`src/rsct_ram.sv`:
```
// Generic single-write, single-read RAM with registered read data.
`default_nettype none
module rsct_ram #(
	parameter int WIDTH = 8,
	parameter int DEPTH = 16
) (
	input  logic                     clk,
	input  logic                     we,
	input  logic [$clog2(DEPTH)-1:0] waddr,
	input  logic [WIDTH-1:0]         wdata,
	input  logic [$clog2(DEPTH)-1:0] raddr,
	output logic [WIDTH-1:0]         rdata
);
	logic [WIDTH-1:0] mem [DEPTH];

	always_ff @(posedge clk) begin
		if (we) begin
			mem[waddr] <= wdata;
		end
		rdata <= mem[raddr];
	end
endmodule
`default_nettype wire

```
`config.mk`:
```
export PLATFORM = sky130hd
export DESIGN_NAME = rsct_ram
export DESIGN_NICKNAME = d
export VERILOG_FILES = /design/src/rsct_ram.sv
export SDC_FILE = /design/constraint.sdc
export NUM_CORES = 1
export LEC_CHECK = 0
export BUFFER_PORTS_ARGS = -buffer_cell sky130_fd_sc_hd__buf_2
export CORE_AREA = 2 2 86 109
export DETAILED_ROUTE_END_ITERATION = 12
export DIE_AREA = 0 0 88 111
export PLACE_DENSITY = 0.73
export RECOVER_POWER = 50
export SYNTH_ARGS = -nofsm -noshare
export SYNTH_HDL_FRONTEND = slang
export SYNTH_SLANG_ARGS = --single-unit
```
`constraint.sdc`:
```
create_clock -name clk -period 1.8 [get_ports clk]
set_input_delay 0.09 -clock clk [delete_from_list [all_inputs] [get_ports clk]]
set_output_delay 0.09 -clock clk [all_outputs]
set_load 0.005 [all_outputs]
```
Word level (Yosys, flattened, before mapping)
Memory sizes are Yosys's and may differ from the RTL's. A register that Yosys moved wholly into a read port is not among the register bits. Index checks and enable logic that the tools add are counted.

Divide/modulo/power cells: 0. Muxes and demuxes: 2. Equal/unequal tests: 0. $lt $le $gt $ge: 0. $add $sub $neg: 0. Reductions and logical operators: 0. Shifts and indexed selects: 0. Multiply operators: 0. Bitwise gates (word level): 0.

Operators by type and width (count): $mux 1 (2).

Register bits: 0. Memories: 1. Logic and storage cells: 3. Memory bits (writable): 128. Bits in read-only memories: 0. Bits in latches: 0.

Memories: mem (words 16, width 8, rd ports 1, clocked after Yosys merged registers in 1, wr ports 1, line 14) `logic [WIDTH-1:0] mem [DEPTH];`.

Longest topological paths before layout
Depth in word-level cells: 2. Gate-level depth with buffers: 5. Mapped depth without buffers: 3.

Worst setup path before layout
OpenSTA, ideal clock, no wires.

Path kind: in2reg. Start: input waddr[2]. End: memory mem[0][0] (enable). Data arrival time: 1200 ps. Cell stages on the path: 2. Setup time: 383 ps. Required time: 1417 ps. Slack: 217 ps. Cell sequence: or3b_2 -> nor3_1.

RTL lines: start: declaration (line 9) `input logic [$clog2(DEPTH)-1:0] waddr,`; end: declaration (line 14).

Straight into the memory's write port.

==> run_results.csv <==
group,metric,value,unit
synth,syn_area_per_cell,22.48,sq um
route,avgRoutedWirePerCell,22.08,um
sta,setup_viol,0,
route,first_pass_iters,4,
synth,ys_top_cells_by_count,"edfxtp_1 (128), mux4_2 (18), a22oi_1 (16)",
placement,hpwl,6058,um
cts,cts_made_buffers,17,
grt,grt.total_usage,0.2188,
power,p_per_area,1244,nW/um^2
sta,fmax,0.7599,GHz
synth,syn_area,5147,sq um
setup_path,required,2.09,ns
route,drt_first_iter_violations,219,
floorplan,rows,39,
setup_path,end_kind,"flip-flop",
cts,clk_pin_slew_worst_paths,0.06,ns
sta,min_period,1.316,ns
cts,clk_latency,0.41,ns
synth,synth.net_count,247,
final_layout,num_antenna_cells,0,
grt,grt_pass1_vias,2592,
cts,cts_hold_buf,0,
setup_path,crit_path_start_kind,"flip-flop",
cts,h-tree-depth,4,
synth,yosysTopAreaCellShare,0.7467,
cts,postCtsSetupBuffers,0,
floorplan,io_pins,26,
route,wirelength,9340,um
grt,antenna_found_initial,0,
sta,fin_tns_setup,0,ns
cts,cts_buffer_depth,2,
synth,synth_cell_type_count,19,
floorplan,die-area,9768,sq um
cts,cts_sinks,136,
synth,synth_seq_cells,136,
final_layout,nNetsFinal,305,
synth,yosysSeqAreaShare,0.7778,
power,p_total,7724,uW
flow_run,maxCapViolations,0,
final_layout,nFillCells,522,
cts,cts-resized-gates,0,
final_layout,syn_to_final_growth,20.64,%
final_layout,drive_gt1_frac,0.3000,
outcome,status,"finished clean",
sta,fin_skew,0.003407,ns
power,peakVddDrop,836.9,uV
synth,synth.largest_area_cell,"edfxtp_1",
sta,fin_crit_sh,0.7311,
synth,synthArstFlopShare,0,
floorplan,start_util,0.5828,
cts,cts_root_buf,"clkbuf_16",
sta,rsz0062_at_grt,"no",
sta,hold_viol,0,
placement,port_buffers,25,
min_path,min_path_type,"input port to flip-flop",
route,routed_via_density,5.754,
synth,synth_edf_count,128,
grt,overflow,0,
synth,yosys-top-cells-area,"edfxtp_1 (75%), mux4_2 (7.9%), mux4_1 (7.1%)",
grt,grt_start_max_net_pins,18,
cts,tritoncts,"done",
setup_path,worstSetupPathType,"flip-flop to flip-flop",
setup_path,crit_arrival,1.61,ns
route,antenna_left,0,
route,drc,0,
floorplan,die_w,88,um
route,via_count,2434,
synth,synth_ff_type,"edfxtp_1",
sta,relSlewSlack,0.5186,
floorplan,fp.dieH,111,um
floorplan,design.core.area,8832,sq um
synth,ys_warn_count,0,
setup_path,cp_max_fo,1,
placement,gp_congestion,0.8372,
synth,synth_most_common_cell,"edfxtp_1",
grt,grt_pass1_wl,14520,um
power,power.leakage,0.002127,uW
sta,worst_pin_slew,0.7221,ns
sta,slew_viol_final,0,
synth,syn_inst,229,
## layout by cell type (no fill, tap or decap)
| cell type | instances |
|---|---|
| a22oi_1 | 16 |
| and2_1 | 1 |
| and2b_1 | 1 |
| buf_12 | 3 |
| buf_2 | 16 |
| buf_4 | 20 |
| bufinv_16 | 6 |
| clkbuf_1 | 10 |
| clkbuf_16 | 17 |
| clkbuf_8 | 1 |
| clkinv_2 | 5 |
| clkinvlp_4 | 3 |
| dfxtp_1 | 8 |
| edfxtp_1 | 128 |
| mux4_1 | 14 |
| mux4_2 | 18 |
| nand2_1 | 9 |
| nand2b_1 | 2 |
| nand3_1 | 1 |
| nand3b_1 | 2 |
| nor2_1 | 13 |
| nor2b_1 | 1 |
| nor3_1 | 4 |
| or3b_2 | 1 |
## final timing paths
path / slack, ns / from / to / cells past startpoint
setup / recovery: 0.48 / mem[1][0]$_DFFE_PP_ / rdata[0]$_DFF_P_ / 3
setup reg to reg: 0.48 / mem[1][0]$_DFFE_PP_ / rdata[0]$_DFF_P_ / 3
hold reg to reg: 0.67 / mem[8][4]$_DFFE_PP_ / rdata[4]$_DFF_P_ / 3
hold / removal: 0.20 / wdata[5] / mem[6][5]$_DFFE_PP_ / 1
## sequential cells by signal, indices dropped and copies added (netlist names)
name and flops:
mem 128, rdata 8
## layout make-up
class / instances / area, sq um / share of cell area
Clock buffer: 18 / 439.2 / 0.07072
Timing Repair Buffer: 49 / 327.8 / 0.05279
Sequential cell: 136 / 4004 / 0.6448
Tap cell: 123 / 153.9 / 0.02478
Clock inverter: 14 / 227.7 / 0.03667
Multi-Input combinational cell: 83 / 1057 / 0.1703
## cell families after synthesis
kind of cell | Yosys count | share of synthesized area
AOI/OAI and AO/OA | 16 | 0.02334
DFF | 136 | 0.7778
muxes | 32 | 0.1502
buffers and inverters | 10 | 0.01677
and+or+nand+nor | 35 | 0.03184
## report_power, final
group          switching (uW)  leakage, uW  internal, uW
clock network            1220     0.000321          2620
logic                     180     0.000582           147
registers                19.0      0.00122          3540
## worst max-delay path, cell delays in order (launching register included)
cell,delay [ns]
edfxtp_1,0.35
mux4_1,0.51
a22oi_1,0.25
nand2_1,0.09
## metal layers
layer,track usage,up-vias,wire [um]
met1,0.2866,1230,3577
met5,0,-,0
met3,0.05882,18,602
met4,0.1046,0,210
li1,-,1089,-
met2,0.3409,97,4949
## per-stage QoR
step | util | std cells | area, sq um | hold WS (ns) | setup slack, ns
5_1_grt | 0.7031 | 423 | 6210 | 0.2270 | 0.3753
6_report | 0.7031 | 423 | 6210 | 0.2018 | 0.4840
3_5_place_dp | 0.6293 | 391 | 5558 | 0.4800 | 0.2258
4_1_cts | 0.7048 | 423 | 6225 | 0.05854 | 0.4762
3_3_place_gp | 0.6293 | 391 | 5558 | 0.4707 | 0.2006
2_1_floorplan | - | 229 | 5147 | 0.1889 | 0.2171
Note: power is estimated with default switching activity, not from simulation.
